`src/hw/rtl/tmon_pkg.sv`:
```
// tmon_pkg: shared types, register indexes and constants of the thermistor monitor
// no dependencies; used by every module in hw/rtl

package tmon_pkg;

    // adc and stuck-sensor constants
    localparam int ADC_BITS = 12;
    localparam logic [11:0] ADC_MASK = (ADC_BITS >= 12) ? 12'hFFF : 12'((1 << ADC_BITS) - 1);
    localparam logic [15:0] STUCK_SAMPLES = 16'd1000;

    // serial divider geometry
    localparam int DIV_NUM_W = 38;
    localparam int DIV_DEN_W = 20;
    localparam logic [5:0] DIV_STEPS = 6'd38;

    // register indexes
    localparam logic [2:0] REG_FILTER_ALPHA   = 3'd0;
    localparam logic [2:0] REG_FIXED_RESISTOR = 3'd1;
    localparam logic [2:0] REG_SUPPLY_COUNTS  = 3'd2;
    localparam logic [2:0] REG_RES_LOW_LIMIT  = 3'd3;
    localparam logic [2:0] REG_RES_HIGH_LIMIT = 3'd4;
    localparam logic [2:0] REG_HIGH_TEMP      = 3'd5;
    localparam logic [2:0] REG_LOW_TEMP       = 3'd6;
    localparam logic [2:0] REG_DEBOUNCE       = 3'd7;

    // range status codes
    localparam logic [1:0] RANGE_NONE = 2'd0;
    localparam logic [1:0] RANGE_LOW  = 2'd1;
    localparam logic [1:0] RANGE_HIGH = 2'd2;

    // segment codes
    localparam logic [2:0] SEG_0 = 3'd0;
    localparam logic [2:0] SEG_1 = 3'd1;
    localparam logic [2:0] SEG_2 = 3'd2;
    localparam logic [2:0] SEG_3 = 3'd3;
    localparam logic [2:0] SEG_4 = 3'd4;

    // segment bounds, kOhm Q.10
    localparam logic [17:0] SEG0_LO = 18'd54938;
    localparam logic [17:0] SEG0_HI = 18'd200704;
    localparam logic [17:0] SEG1_LO = 18'd15027;
    localparam logic [17:0] SEG2_LO = 18'd4261;
    localparam logic [17:0] SEG3_LO = 18'd1487;
    localparam logic [17:0] SEG4_LO = 18'd544;

    // quadratic coefficients times 1e4
    localparam logic signed [18:0] SEG_A [5] = '{19'sd9, 19'sd120, 19'sd1863,
                                                 19'sd21111, 19'sd219600};
    localparam logic signed [20:0] SEG_B [5] = '{-21'sd3874, -21'sd16409, -21'sd69913,
                                                 -21'sd257196, -21'sd886744};
    localparam logic signed [21:0] SEG_C [5] = '{22'sd27585, 22'sd359216, 22'sd751228,
                                                 22'sd1172740, 22'sd1651871};

    // rounding and scaling of the polynomial result
    localparam logic signed [51:0] POLY_HALF = 52'sd327680000;
    localparam logic signed [35:0] TEMP_TOP  = 36'sd40960000;
    localparam logic signed [35:0] TEMP_BOT  = -36'sd20480000;
    // 2^30/625 rounded up; exact quotient for dividends below 2^22
    localparam logic signed [21:0] TEMP_RECIP = 22'sd1717987;

    typedef struct packed {
        logic [16:0]        filter_alpha;
        logic [17:0]        fixed_resistor;
        logic [11:0]        supply_counts;
        logic [17:0]        res_low_limit;
        logic [17:0]        res_high_limit;
        logic signed [12:0] temp_hi_limit;
        logic signed [12:0] temp_lo_limit;
        logic [15:0]        alarm_debounce;
    } cfg_t;

    typedef struct packed {
        logic signed [12:0] temperature_out;
        logic               high_alarm;
        logic               low_alarm;
        logic               sensor_stuck;
        logic [1:0]         range_status;
    } result_t;

endpackage

```
`src/hw/rtl/tmon_front.sv`:
```
// tmon_front: two-entry sample queue in front of the compute engine
// depends on tmon_pkg

module tmon_front
(
    input  logic        clk,
    input  logic        rst_n,
    input  logic        push,
    output logic        full,
    input  logic [11:0] adc_sample,
    output logic        smp_valid,
    input  logic        smp_ready,
    output logic [11:0] smp_data
);

    logic [11:0] slot_reg [2];
    logic        wr_ptr_reg;
    logic        rd_ptr_reg;
    logic [1:0]  count_reg;
    logic        do_push;
    logic        do_pull;

    assign full      = (count_reg == 2'd2);
    assign smp_valid = (count_reg != 2'd0);
    assign smp_data  = slot_reg[rd_ptr_reg];
    assign do_push   = push && !full;
    assign do_pull   = smp_valid && smp_ready;

    always_ff @(posedge clk or negedge rst_n)
    begin
        if (!rst_n)
        begin
            wr_ptr_reg <= 1'b0;
            rd_ptr_reg <= 1'b0;
            count_reg  <= 2'd0;
        end
        else
        begin
            if (do_push)
            begin
                // unused adc bits dropped on entry
                slot_reg[wr_ptr_reg] <= adc_sample & tmon_pkg::ADC_MASK;
                wr_ptr_reg <= !wr_ptr_reg;
            end
            if (do_pull)
                rd_ptr_reg <= !rd_ptr_reg;
            if (do_push && !do_pull)
                count_reg <= count_reg + 2'd1;
            else if (do_pull && !do_push)
                count_reg <= count_reg - 2'd1;
        end
    end

endmodule

```
`src/hw/rtl/tmon_div.sv`:
```
// tmon_div: restoring unsigned divider, one quotient bit per cycle
// depends on tmon_pkg

module tmon_div
(
    input  logic                            clk,
    input  logic                            rst_n,
    input  logic                            start,
    input  logic [tmon_pkg::DIV_NUM_W-1:0]  dividend,
    input  logic [tmon_pkg::DIV_DEN_W-1:0]  divisor,
    output logic                            done,
    output logic [tmon_pkg::DIV_NUM_W-1:0]  quotient
);

    logic [tmon_pkg::DIV_NUM_W-1:0] quot_reg;
    logic [tmon_pkg::DIV_DEN_W-1:0] rem_reg;
    logic [tmon_pkg::DIV_DEN_W-1:0] den_reg;
    logic [5:0]                     cnt_reg;
    logic                           busy_reg;
    logic                           done_reg;
    logic [tmon_pkg::DIV_DEN_W:0]   rem_sh;
    logic [tmon_pkg::DIV_DEN_W+1:0] trial;

    assign rem_sh   = {rem_reg, quot_reg[tmon_pkg::DIV_NUM_W-1]};
    assign trial    = {1'b0, rem_sh} - {2'b00, den_reg};
    assign done     = done_reg;
    assign quotient = quot_reg;

    always_ff @(posedge clk or negedge rst_n)
    begin
        if (!rst_n)
        begin
            busy_reg <= 1'b0;
            done_reg <= 1'b0;
            cnt_reg  <= 6'd0;
            quot_reg <= '0;
            rem_reg  <= '0;
            den_reg  <= '0;
        end
        else
        begin
            done_reg <= 1'b0;
            if (start)
            begin
                quot_reg <= dividend;
                den_reg  <= divisor;
                rem_reg  <= '0;
                cnt_reg  <= tmon_pkg::DIV_STEPS;
                busy_reg <= 1'b1;
            end
            else if (busy_reg)
            begin
                if (!trial[tmon_pkg::DIV_DEN_W+1])
                begin
                    rem_reg  <= trial[tmon_pkg::DIV_DEN_W-1:0];
                    quot_reg <= {quot_reg[tmon_pkg::DIV_NUM_W-2:0], 1'b1};
                end
                else
                begin
                    rem_reg  <= rem_sh[tmon_pkg::DIV_DEN_W-1:0];
                    quot_reg <= {quot_reg[tmon_pkg::DIV_NUM_W-2:0], 1'b0};
                end
                cnt_reg <= cnt_reg - 6'd1;
                if (cnt_reg == 6'd1)
                begin
                    busy_reg <= 1'b0;
                    done_reg <= 1'b1;
                end
            end
        end
    end

endmodule

```
`src/hw/rtl/tmon_back.sv`:
```
// tmon_back: sequencer for filter, resistance, polynomial and alarms
// depends on tmon_pkg and tmon_div

module tmon_back
(
    input  logic                clk,
    input  logic                rst_n,
    input  tmon_pkg::cfg_t      cfg,
    input  logic                smp_valid,
    output logic                smp_ready,
    input  logic [11:0]         smp_data,
    output logic                res_valid,
    input  logic                res_ready,
    output tmon_pkg::result_t   res
);

    typedef enum logic [3:0] {
        ST_IDLE, ST_FILT, ST_RMUL, ST_RDIV_GO, ST_RDIV, ST_CLAMP, ST_SEG, ST_PAR,
        ST_PPR_GO, ST_PPR, ST_TSCALE, ST_TDIV, ST_ALARM, ST_DONE
    } state_t;

    state_t             state_reg;
    logic               primed_reg;
    logic [19:0]        filt_reg;
    logic [15:0]        stuck_cnt_reg;
    logic               stuck_reg;
    logic [15:0]        high_cnt_reg;
    logic [15:0]        low_cnt_reg;
    logic               high_lat_reg;
    logic               low_lat_reg;
    logic signed [12:0] held_reg;
    logic [1:0]         range_reg;
    logic [19:0]        den_reg;
    logic [17:0]        r_reg;
    logic [2:0]         seg_reg;
    logic signed [31:0] p_reg;
    logic signed [51:0] n_reg;
    logic signed [32:0] op_a_reg;
    logic signed [21:0] op_b_reg;

    logic signed [54:0] prod;
    logic [19:0]        s_val;
    logic signed [20:0] diff;
    logic [16:0]        a_eff;
    logic signed [20:0] filt_step;
    logic signed [21:0] den_raw;
    logic signed [35:0] y_val;
    logic [21:0]        z_val;
    logic [15:0]        high_inc;
    logic [15:0]        low_inc;
    logic               div_start;
    logic [37:0]        div_num;
    logic [19:0]        div_den;
    logic               div_done;
    logic [37:0]        div_quot;

    assign prod      = op_a_reg * op_b_reg;
    assign s_val     = {smp_data, 8'h00};
    assign diff      = $signed({1'b0, s_val}) - $signed({1'b0, filt_reg});
    assign a_eff     = (cfg.filter_alpha > 17'd65536) ? 17'd65536 : cfg.filter_alpha;
    assign filt_step = 21'((prod + 55'sd32768) >>> 16);
    assign den_raw   = $signed({2'b00, cfg.supply_counts, 8'h00}) - $signed({2'b00, filt_reg});
    assign y_val     = n_reg[51:16];
    // offset into the unsigned range, then divided by 16 so only /625 is left
    assign z_val     = 22'((y_val - tmon_pkg::TEMP_BOT) >>> 4);
    assign high_inc  = high_cnt_reg + 16'd1;
    assign low_inc   = low_cnt_reg + 16'd1;

    assign smp_ready = (state_reg == ST_IDLE);
    assign res_valid = (state_reg == ST_DONE);
    assign res.temperature_out = held_reg;
    assign res.high_alarm      = high_lat_reg;
    assign res.low_alarm       = low_lat_reg;
    assign res.sensor_stuck    = stuck_reg;
    assign res.range_status    = range_reg;

    assign div_start = (state_reg == ST_RDIV_GO);
    assign div_num   = prod[37:0];
    assign div_den   = den_reg;

    tmon_div u_div
    (
        .clk      (clk),
        .rst_n    (rst_n),
        .start    (div_start),
        .dividend (div_num),
        .divisor  (div_den),
        .done     (div_done),
        .quotient (div_quot)
    );

    always_ff @(posedge clk or negedge rst_n)
    begin
        if (!rst_n)
        begin
            state_reg     <= ST_IDLE;
            primed_reg    <= 1'b0;
            filt_reg      <= '0;
            stuck_cnt_reg <= '0;
            stuck_reg     <= 1'b0;
            high_cnt_reg  <= '0;
            low_cnt_reg   <= '0;
            high_lat_reg  <= 1'b0;
            low_lat_reg   <= 1'b0;
            held_reg      <= '0;
            range_reg     <= tmon_pkg::RANGE_NONE;
            den_reg       <= '0;
            r_reg         <= '0;
            seg_reg       <= tmon_pkg::SEG_0;
            p_reg         <= '0;
            n_reg         <= '0;
            op_a_reg      <= '0;
            op_b_reg      <= '0;
        end
        else
        begin
            unique case (state_reg)
                ST_IDLE:
                begin
                    if (smp_valid)
                    begin
                        if (!primed_reg)
                        begin
                            filt_reg   <= s_val;
                            primed_reg <= 1'b1;
                            state_reg  <= ST_RMUL;
                        end
                        else
                        begin
                            // stuck check against the old filter value
                            if ((diff > -21'sd256) && (diff < 21'sd256))
                            begin
                                if (stuck_cnt_reg != 16'hFFFF)
                                begin
                                    stuck_cnt_reg <= stuck_cnt_reg + 16'd1;
                                    if ((stuck_cnt_reg + 16'd1) >= tmon_pkg::STUCK_SAMPLES)
                                        stuck_reg <= 1'b1;
                                end
                                else if (stuck_cnt_reg >= tmon_pkg::STUCK_SAMPLES)
                                    stuck_reg <= 1'b1;
                            end
                            else
                            begin
                                stuck_cnt_reg <= '0;
                                stuck_reg     <= 1'b0;
                            end
                            op_a_reg  <= $signed({16'd0, a_eff});
                            op_b_reg  <= 22'(diff);
                            state_reg <= ST_FILT;
                        end
                    end
                end
                ST_FILT:
                begin
                    // f + round(alpha * (s - f) / 2^16)
                    filt_reg  <= 20'($signed({1'b0, filt_reg}) + filt_step);
                    state_reg <= ST_RMUL;
                end
                ST_RMUL:
                begin
                    op_a_reg  <= $signed({15'd0, cfg.fixed_resistor});
                    op_b_reg  <= $signed({2'b00, filt_reg});
                    den_reg   <= (den_raw < 22'sd256) ? 20'd256 : den_raw[19:0];
                    state_reg <= ST_RDIV_GO;
                end
                ST_RDIV_GO:
                    state_reg <= ST_RDIV;
                ST_RDIV:
                    if (div_done)
                        state_reg <= ST_CLAMP;
                ST_CLAMP:
                begin
                    if (div_quot < {20'd0, cfg.res_low_limit})
                    begin
                        r_reg     <= cfg.res_low_limit;
                        range_reg <= tmon_pkg::RANGE_LOW;
                    end
                    else if (div_quot > {20'd0, cfg.res_high_limit})
                    begin
                        r_reg     <= cfg.res_high_limit;
                        range_reg <= tmon_pkg::RANGE_HIGH;
                    end
                    else
                        r_reg <= div_quot[17:0];
                    state_reg <= ST_SEG;
                end
                ST_SEG:
                begin
                    op_b_reg  <= $signed({4'd0, r_reg});
                    state_reg <= ST_PAR;
                    if ((r_reg >= tmon_pkg::SEG0_LO) && (r_reg <= tmon_pkg::SEG0_HI))
                    begin
                        seg_reg  <= tmon_pkg::SEG_0;
                        op_a_reg <= 33'(tmon_pkg::SEG_A[0]);
                    end
                    else if (r_reg >= tmon_pkg::SEG1_LO)
                    begin
                        seg_reg  <= tmon_pkg::SEG_1;
                        op_a_reg <= 33'(tmon_pkg::SEG_A[1]);
                    end
                    else if (r_reg >= tmon_pkg::SEG2_LO)
                    begin
                        seg_reg  <= tmon_pkg::SEG_2;
                        op_a_reg <= 33'(tmon_pkg::SEG_A[2]);
                    end
                    else if (r_reg >= tmon_pkg::SEG3_LO)
                    begin
                        seg_reg  <= tmon_pkg::SEG_3;
                        op_a_reg <= 33'(tmon_pkg::SEG_A[3]);
                    end
                    else if (r_reg >= tmon_pkg::SEG4_LO)
                    begin
                        seg_reg  <= tmon_pkg::SEG_4;
                        op_a_reg <= 33'(tmon_pkg::SEG_A[4]);
                    end
                    else
                        state_reg <= ST_ALARM;  // below table, keep old temperature
                end
                ST_PAR:
                begin
                    p_reg <= prod[31:0] + (32'(tmon_pkg::SEG_B[seg_reg]) <<< 10);
                    state_reg <= ST_PPR_GO;
                end
                ST_PPR_GO:
                begin
                    op_a_reg  <= 33'(p_reg);
                    state_reg <= ST_PPR;
                end
                ST_PPR:
                begin
                    n_reg <= prod[51:0] + (52'(tmon_pkg::SEG_C[seg_reg]) <<< 20)
                             + tmon_pkg::POLY_HALF;
                    state_reg <= ST_TSCALE;
                end
                ST_TSCALE:
                begin
                    if (y_val >= tmon_pkg::TEMP_TOP)
                    begin
                        held_reg  <= 13'sd4095;
                        state_reg <= ST_ALARM;
                    end
                    else if (y_val < tmon_pkg::TEMP_BOT)
                    begin
                        held_reg  <= -13'sd2048;
                        state_reg <= ST_ALARM;
                    end
                    else
                    begin
                        // divide by 625 as a reciprocal multiply
                        op_a_reg  <= $signed({11'd0, z_val});
                        op_b_reg  <= tmon_pkg::TEMP_RECIP;
                        state_reg <= ST_TDIV;
                    end
                end
                ST_TDIV:
                begin
                    held_reg  <= 13'(prod[42:30] - 13'd2048);
                    state_reg <= ST_ALARM;
                end
                ST_ALARM:
                begin
                    if ((held_reg >= cfg.temp_hi_limit) && !high_lat_reg)
                    begin
                        if (high_inc >= cfg.alarm_debounce)
                        begin
                            high_lat_reg <= 1'b1;
                            high_cnt_reg <= '0;
                        end
                        else
                            high_cnt_reg <= high_inc;
                    end
                    else
                        high_cnt_reg <= '0;
                    if ((held_reg <= cfg.temp_lo_limit) && !low_lat_reg)
                    begin
                        if (low_inc >= cfg.alarm_debounce)
                        begin
                            low_lat_reg <= 1'b1;
                            low_cnt_reg <= '0;
                        end
                        else
                            low_cnt_reg <= low_inc;
                    end
                    else
                        low_cnt_reg <= '0;
                    state_reg <= ST_DONE;
                end
                ST_DONE:
                    if (res_ready)
                        state_reg <= ST_IDLE;
                default:
                    state_reg <= ST_IDLE;
            endcase
        end
    end

endmodule

```
`src/hw/rtl/thermistor_temperature_monitor.sv`:
```
// thermistor_temperature_monitor: top level with config registers and result register
// depends on tmon_pkg, tmon_front, tmon_back (which uses tmon_div)

// One adc sample of an ntc divider in, one result out. Samples are transferred
// in with push/full into a two-entry queue; a sequencer takes them one at a
// time, low-pass filters the sample (the first one after reset loads the filter),
// derives the divider resistance through a 38-step serial divider, clamps it,
// evaluates a five-segment quadratic on a shared 33x22 multiplier and scales
// the result to 1/16 degree C with a reciprocal multiply on the same multiplier,
// then updates the debounced alarms. The first sample after reset skips the
// filter step, a saturated temperature skips the scaling multiply, and a
// resistance below the bottom segment skips the polynomial and keeps the
// previous temperature. Results sit in a one-entry output register read with
// empty/pop, so the sequencer starts on the next queued sample as soon as the
// result is handed over. Configuration is written through cfg_we/cfg_index/cfg_data;
// the user must write it only while no sample is in flight, as the block itself
// does not enforce this. Writes take effect on the next clock.

module thermistor_temperature_monitor
(
    input  logic               clk,
    input  logic               rst_n,
    // sample input
    input  logic               push,
    output logic               full,
    input  logic [11:0]        adc_sample,
    // result output
    output logic               empty,
    input  logic               pop,
    output logic signed [12:0] temperature_out,
    output logic               high_alarm,
    output logic               low_alarm,
    output logic               sensor_stuck,
    output logic [1:0]         range_status,
    // configuration write port
    input  logic               cfg_we,
    input  logic [2:0]         cfg_index,
    input  logic [17:0]        cfg_data
);

    tmon_pkg::cfg_t    cfg_reg;
    tmon_pkg::result_t out_reg;
    logic              out_valid_reg;
    tmon_pkg::result_t res;
    logic              res_valid;
    logic              res_ready;
    logic              smp_valid;
    logic              smp_ready;
    logic [11:0]       smp_data;

    // config registers, reset to their documented defaults
    always_ff @(posedge clk or negedge rst_n)
    begin
        if (!rst_n)
        begin
            cfg_reg.filter_alpha    <= 17'd6554;
            cfg_reg.fixed_resistor  <= 18'd10240;
            cfg_reg.supply_counts   <= 12'd4095;
            cfg_reg.res_low_limit   <= 18'd544;
            cfg_reg.res_high_limit  <= 18'd200704;
            cfg_reg.temp_hi_limit   <= 13'sd1600;
            cfg_reg.temp_lo_limit   <= -13'sd640;
            cfg_reg.alarm_debounce  <= 16'd10;
        end
        else if (cfg_we)
        begin
            unique case (cfg_index)
                tmon_pkg::REG_FILTER_ALPHA:   cfg_reg.filter_alpha    <= cfg_data[16:0];
                tmon_pkg::REG_FIXED_RESISTOR: cfg_reg.fixed_resistor  <= cfg_data;
                tmon_pkg::REG_SUPPLY_COUNTS:  cfg_reg.supply_counts   <= cfg_data[11:0];
                tmon_pkg::REG_RES_LOW_LIMIT:  cfg_reg.res_low_limit   <= cfg_data;
                tmon_pkg::REG_RES_HIGH_LIMIT: cfg_reg.res_high_limit  <= cfg_data;
                tmon_pkg::REG_HIGH_TEMP:      cfg_reg.temp_hi_limit   <= $signed(cfg_data[12:0]);
                tmon_pkg::REG_LOW_TEMP:       cfg_reg.temp_lo_limit   <= $signed(cfg_data[12:0]);
                tmon_pkg::REG_DEBOUNCE:       cfg_reg.alarm_debounce  <= cfg_data[15:0];
                default: ;
            endcase
        end
    end

    // front: sample queue
    tmon_front u_front
    (
        .clk        (clk),
        .rst_n      (rst_n),
        .push       (push),
        .full       (full),
        .adc_sample (adc_sample),
        .smp_valid  (smp_valid),
        .smp_ready  (smp_ready),
        .smp_data   (smp_data)
    );

    // back: compute sequencer
    tmon_back u_back
    (
        .clk       (clk),
        .rst_n     (rst_n),
        .cfg       (cfg_reg),
        .smp_valid (smp_valid),
        .smp_ready (smp_ready),
        .smp_data  (smp_data),
        .res_valid (res_valid),
        .res_ready (res_ready),
        .res       (res)
    );

    // output register: refilled in the same cycle the old result is popped
    assign res_ready = !out_valid_reg || pop;

    always_ff @(posedge clk or negedge rst_n)
    begin
        if (!rst_n)
        begin
            out_valid_reg <= 1'b0;
            out_reg       <= '0;
        end
        else
        begin
            if (res_valid && res_ready)
            begin
                out_reg       <= res;
                out_valid_reg <= 1'b1;
            end
            else if (pop)
                out_valid_reg <= 1'b0;
        end
    end

    assign empty           = !out_valid_reg;
    assign temperature_out = out_reg.temperature_out;
    assign high_alarm      = out_reg.high_alarm;
    assign low_alarm       = out_reg.low_alarm;
    assign sensor_stuck    = out_reg.sensor_stuck;
    assign range_status    = out_reg.range_status;

endmodule
```
`config.mk`:
```
export PLATFORM = sky130hd
export DESIGN_NAME = thermistor_temperature_monitor
export DESIGN_NICKNAME = d
export VERILOG_FILES = /design/src/hw/rtl/tmon_pkg.sv /design/src/hw/rtl/tmon_front.sv /design/src/hw/rtl/tmon_div.sv /design/src/hw/rtl/tmon_back.sv /design/src/hw/rtl/thermistor_temperature_monitor.sv
export SDC_FILE = /design/constraint.sdc
export NUM_CORES = 2
export LEC_CHECK = 0
export BUFFER_PORTS_ARGS = -buffer_cell sky130_fd_sc_hd__buf_2
export CORE_MARGIN = 4
export CORE_UTILIZATION = 38
export CTS_CLUSTER_DIAMETER = 30
export DETAILED_ROUTE_END_ITERATION = 8
export PLACE_DENSITY = 0.54
export SLEW_MARGIN = 20
export SYNTH_ARGS = -nofsm -noshare
export SYNTH_HDL_FRONTEND = slang
export SYNTH_SLANG_ARGS = --single-unit
```
`constraint.sdc`:
```
create_clock -name clk -period 12.6 [get_ports clk]
set_input_delay 0.63 -clock clk [delete_from_list [all_inputs] [get_ports clk]]
set_output_delay 0.63 -clock clk [all_outputs]
set_load 0.01 [all_outputs]
```
Yosys cells after proc, flatten, opt, wreduce, memory -nomap -nowiden

Memory sizes are Yosys's and may differ from the RTL's.
Cells that the tools add are included.

Register bits after elaboration: 505
RAM bits: 24
Memory bits (read-only): 344
Output and inout port bits: 20
Logic and storage cells: 247
Memories kept: 3

Memories:

| name             | words | bits a word | rd ports | clocked after Yosys merged registers in | wr ports | RTL line         | RTL |
|---|---|---|---|---|---|---|---|
| (no name shown)  | 8     | 22          | 1        | 0                                       | 0        | tmon_back.sv:231 | `n_reg <= prod[51:0] + (52'(tmon_pkg::SEG_C[seg_reg]) <<< 20)` |
| (no name shown)  | 8     | 21          | 1        | 0                                       | 0        | tmon_back.sv:221 | `p_reg <= prod[31:0] + (32'(tmon_pkg::SEG_B[seg_reg]) <<< 10);` |
| u_front.slot_reg | 2     | 12          | 1        | 0                                       | 1        | tmon_front.sv:16 | `logic [11:0] slot_reg [2];` |

$add $sub $neg: 16
Multipliers: 1
$lt $le $gt $ge: 21
Eq/ne operators: 35
Mux-type cells: 78
Bitwise gates (word level): 1
Reduce and logical (&&, ||, !) cells: 51

Operators by type and width:

| operator                                                     | count |
|---|---|
| 2-to-1 mux 33 bit                                            | 9 |
| case mux 33 bit (5 select lines)                             | 1 |
| 2-to-1 mux 22 bit                                            | 6 |
| 2-to-1 mux 20 bit                                            | 6 |
| 2-to-1 mux 16 bit                                            | 6 |
| case mux 22 bit (4 select lines)                             | 1 |
| 2-to-1 mux 38 bit                                            | 2 |
| case mux 4 bit (14 select lines)                             | 1 |
| adder 52 x 29 -> 52 bit, second input constant               | 1 |
| adder 52 bit                                                 | 1 |
| multiplier 33 x 22 -> 52 bit                                 | 1 |
| adder 16 x 1 -> 16 bit, second input constant                | 3 |
| 2-to-1 mux 21 bit                                            | 2 |
| subtractor 20 x 20 -> 21 bit                                 | 2 |
| case mux 20 bit (2 select lines)                             | 1 |
| greater-than comparator 38 x 18 -> 1 bit                     | 1 |
| less-than comparator 38 x 18 -> 1 bit                        | 1 |
| adder 36 x 17 -> 36 bit, second input constant               | 1 |
| >= comparator 36 x 27 -> 1 bit, second input constant        | 1 |
| less-than comparator 36 x 26 -> 1 bit, second input constant | 1 |
| 2-to-1 mux 18 bit                                            | 2 |
| 2-to-1 mux 4 bit                                             | 9 |
| adder 32 bit                                                 | 1 |
| >= comparator 16 x 10 -> 1 bit, second input constant        | 2 |
| other kinds (57)                                             | 141 |

Logic depth before layout (Yosys ltp)

Word-level depth: 7
Mapped depth: 40

By module

Synthesis repeated with hierarchy kept, for this count alone.

Cell total of the unflattened synthesis: 6,004
Area, all modules: 55,632.1 µm²

By module, submodules not included:

| module                         | instances | cells each | area an instance (µm²) | seq. area each (µm²) |
|---|---|---|---|---|
| tmon_back                      | 1         | 5,111      | 44,159.9               | 6,256.0 |
| thermistor_temperature_monitor | 1         | 313        | 5,474.0                | 3,648.5 |
| tmon_div                       | 1         | 524        | 4,902.2                | 2,152.1 |
| tmon_front                     | 1         | 56         | 1,096.1                | 820.8 |

Worst setup path after synthesis

OpenSTA, ideal clock, no wires.

Path type: flip-flop to flip-flop
Start point: register u_back.op_b_reg[15]
End point: register u_back.n_reg[50]
Setup time: 133 ps
Arrival time: 9,231 ps
Data required time: 12,467 ps
Path slack: 3,236 ps
Stages on the path, launching flop included: 36
Buffers on the path: 1
Path through: dfrtp_1 -> clkbuf_1 -> nand2_1 -> fa_1 -> inv_1 -> fa_1 -> inv_1 -> fa_1 -> inv_1 -> fa_1 -> fa_1 -> fa_1 -> inv_1 -> fa_1 -> inv_1 -> ha_1 -> nand2_1 -> a211oi_2 -> a21boi_4 -> nor2_1 -> o311ai_1 -> a21oi_1 -> xor2_1 -> inv_1 -> ha_1 -> ha_1 -> nand4_1 -> o311ai_0 -> a22oi_1 -> a21oi_1 -> a221o_1 -> a21oi_1 -> nor3_1 -> nand4_1 -> xnor2_1 -> o21ai_0

Longest elaborated chain between the ends: 3

Ends and longest elaborated chain:

| what                         | RTL line         | RTL |
|---|---|---|
| start: declaration           | tmon_back.sv:39  | `logic signed [21:0] op_b_reg;` |
| start signal: assignment     | tmon_back.sv:148 | `op_b_reg <= 22'(diff);` |
| start signal: assignment     | tmon_back.sv:162 | `op_b_reg <= $signed({2'b00, filt_reg});` |
| start signal: assignment     | tmon_back.sv:189 | `op_b_reg <= $signed({4'd0, r_reg});` |
| multiplier 33 x 22 -> 52 bit | tmon_back.sv:57  | `assign prod = op_a_reg * op_b_reg;` |
| adder 52 bit                 | tmon_back.sv:231 |  |
| adder 52 x 29 -> 52 bit      | tmon_back.sv:232 | `+ tmon_pkg::POLY_HALF;` |
| end signal: assignment       | tmon_back.sv:231 |  |
| end: declaration             | tmon_back.sv:37  | `logic signed [51:0] n_reg;` |

Every way passes these cells.
A chain may end at the register's enable or synchronous reset.

Worst setup path after layout

Start point: register u_back.op_a_reg[14]
End point: register u_back.n_reg[46]

Longest elaborated chain between the ends: 3

Ends and longest elaborated chain:

| what                         | RTL line         | RTL |
|---|---|---|
| start: declaration           | tmon_back.sv:38  | `logic signed [32:0] op_a_reg;` |
| start signal: assignment     | tmon_back.sv:147 | `op_a_reg <= $signed({16'd0, a_eff});` |
| start signal: assignment     | tmon_back.sv:161 | `op_a_reg <= $signed({15'd0, cfg.fixed_resistor});` |
| start signal: assignment     | tmon_back.sv:194 | `op_a_reg <= 33'(tmon_pkg::SEG_A[0]);` |
| multiplier 33 x 22 -> 52 bit | tmon_back.sv:57  |  |
| adder 52 bit                 | tmon_back.sv:231 |  |
| adder 52 x 29 -> 52 bit      | tmon_back.sv:232 |  |

Every way passes these cells.

==> results.cfg <==
[status]
outcome = completed

[global_route]
antenna_found_initial = 6
grt_usage_pct = 22.8
grt-ovfl-total = 0
grt_start_max_net_pins = 156
grt_pass1_vias = 43200
grt_first_pass_wirelength_mm = 265

[synthesis]
avgSynthCellArea_sq_um = 9.30
syn_area_sq_mm = 0.0548
post-synth-top-count-cell = inv_1
syn-num-nets = 7008
synth_cell_types = 101
synthFlopType = dfrtp_1
ys_warn_count = 0
postSynthCellCount = 5898
yosysSeqAreaShare_pct = 23.7
synth-seq-cells = 512
ys_top_cells_by_area = fa_1 25%, dfrtp_1 21%, ha_1 8.7%
synth-async-reset-ratio_pct = 95.3
synth_common_cells = 903 x inv_1, 882 x nand2_1, 689 x fa_1
yosysTopAreaCell = fa_1
synth_top_area_share_pct = 25.2
synth_edf_count = 24

[min_path]
hp-start = adc_sample[7]
hold_class = in -> reg

[critical_path]
r2r_start = u_back.op_a_reg[14]
cp_max_fo = 23
required_ps = 13230
cpPeakStageDelay_ps = 1140
cp_common_cell = fa_1
cp_data_arrival_time_ps = 11870
startpoint_type = flop
crit_slowest_cell = dfrtp_1
crit_start = u_back.op_a_reg[14]
end_kind = flop
path_class = reg -> reg

[clock_network]
cts_buffers = 138
htree_levels = 4
cts_setup_buffers = 0
cts_tree = built
cts_resized = 0
cts.path.max_buffers = 3
cts_hold_buf = 1
cts_root_buffer = clkbuf_16
path_clk_slew_ps = 50
cts.sinks = 512
clk_latency_ps = 730

[sta]
fin_tns_setup_ps = 0
fin_ws_ps = 1350
hold_viol = 0
rsz0062_at_grt = false
setup_viol = 0
skew_ps = 27.9
worst_pin_slew_ps = 1220
maxSlewViolCount = 0
slew_headroom_pct = 18.7
fin_crit_sh_pct = 89.3
fin_crit_ps = 11250
fmax_ghz = 0.0889

[detailed_routing]
dr.pass1.iters = 6
wl_mm = 170
viasPerCell = 5.28
vias = 41900
drtAntennaViolNets = 0
post_drt_wl_per_cell_um = 21.4
drt_iter0_markers = 3341
drc = 0

[cells_and_area]
nets = 7033
area_growth_pct = 13.3
final_core_util_pct = 43.3
largest_register_ffs = 125
final_layout_size_suffix_gt1_share_pct = 10.9
fillers = 14000
instances_no_fill = 7945

[placed_design]
dpl.hpwl_mm = 128
io_buffers = 57
place.gp.congestion = 0.933
placedCellCount = 7685
pre_cts_ws_ps = 1390

[die]
fp.dieH_um = 388
rows = 139
core_sq_mm = 0.143
die_area_sq_mm = 0.150
dieWidth_um = 388
initial_core_util_pct = 38.2
design.portCount = 58

[flow_run]
cap_viol_max_count = 0
-- logic make-up (layout without fill, tap and decap cells) --
logic type / count (synthesis) / in the layout / synth area share [%]
AND/OR/NAND/NOR: 1733 / 1733 / 14.9
buffers and inverters: 1167 / 1308 / 8.00
adder cells (fa/ha/maj): 1073 / 1073 / 33.9
AO/OA/AOI/OAI: 966 / 966 / 11.4
flip-flops: 512 / 512 / 23.7
multiplexers: 226 / 226 / 4.51
XOR/XNOR: 221 / 221 / 3.66
other: 0 / 3 / 0
-- per-stage QoR --
stage / hold WS [ps] / cell area [sq um]
3_5_place_dp: 458 / 57300
2_1_floorplan: 334 / 54800
4_1_cts: 48.8 / 62100
3_3_place_gp: 458 / 57300
5_1_grt: 72.6 / 62100
6_report: 94.1 / 62100
-- worst max-delay path: cells and delay by family, from the launching register on --
kind / cells / cell delay [ps]
buffers and inverters: 5 / 430
DFF: 1 / 1140
xor gates and xnor gates: 2 / 700
AOI/OAI and AO/OA: 10 / 2900
adders and majority gates: 10 / 4630
and+or+nand+nor: 6 / 1340
-- per-layer routing --
metal	part of all wire, %	vias up	track usage (%)
met4	2.6	4	6.11
met3	6.7	243	4.32
met2	45	1268	35.4
met5	0.013	-	0
met1	46	21200	32.6
li1	-	19300	-
-- placed cells by master (no fill, tap or decap), drive strengths merged, types with 134 or more instances in the layout --
master | Yosys | routed
mux2 | 157 | 157
clkbuf | 254 | 176
fa | 689 | 689
and2 | 256 | 256
buf | 8 | 146
nor2 | 194 | 194
a21oi | 176 | 176
ha | 383 | 383
nand2 | 883 | 883
inv | 903 | 913
dfrtp | 452 | 452
xnor2 | 134 | 134
o21ai | 347 | 347
-- layout make-up --
type | instances | area [sq um] | area share (%)
Clock buffer | 176 | 3800 | 6.12
Timing Repair Buffer | 147 | 986 | 1.59
Tap cell | 1903 | 2380 | 3.83
Sequential cell | 512 | 13000 | 20.9
Inverter | 905 | 3400 | 5.47
Antenna cell | 3 | 7.51 | 0.0121
Multi-Input combinational cell | 4219 | 37600 | 60.5
Clock inverter | 80 | 1000 | 1.62
-- path summary, 6_finish.rpt --
| path | depth (start not counted) | slack (ps) | to |
|---|---|---|---|
| hold / removal | 1 | 90 | u_front.slot_reg[1][7] |
| setup reg to reg | 33 | 1350 | u_back.n_reg[46] |
| max in group asynchronous | 4 | 9830 | u_back.p_reg[26] |
| setup / recovery | 33 | 1350 | u_back.n_reg[46] |
| hold reg to reg | 2 | 470 | u_back.u_div.den_reg[0] |
| min in group asynchronous | 2 | 490 | u_back.high_cnt_reg[1] |
Power is left out: the tool's default activity adds up to more than one toggle a clock period on the data nets, which glitch-free logic cannot reach.
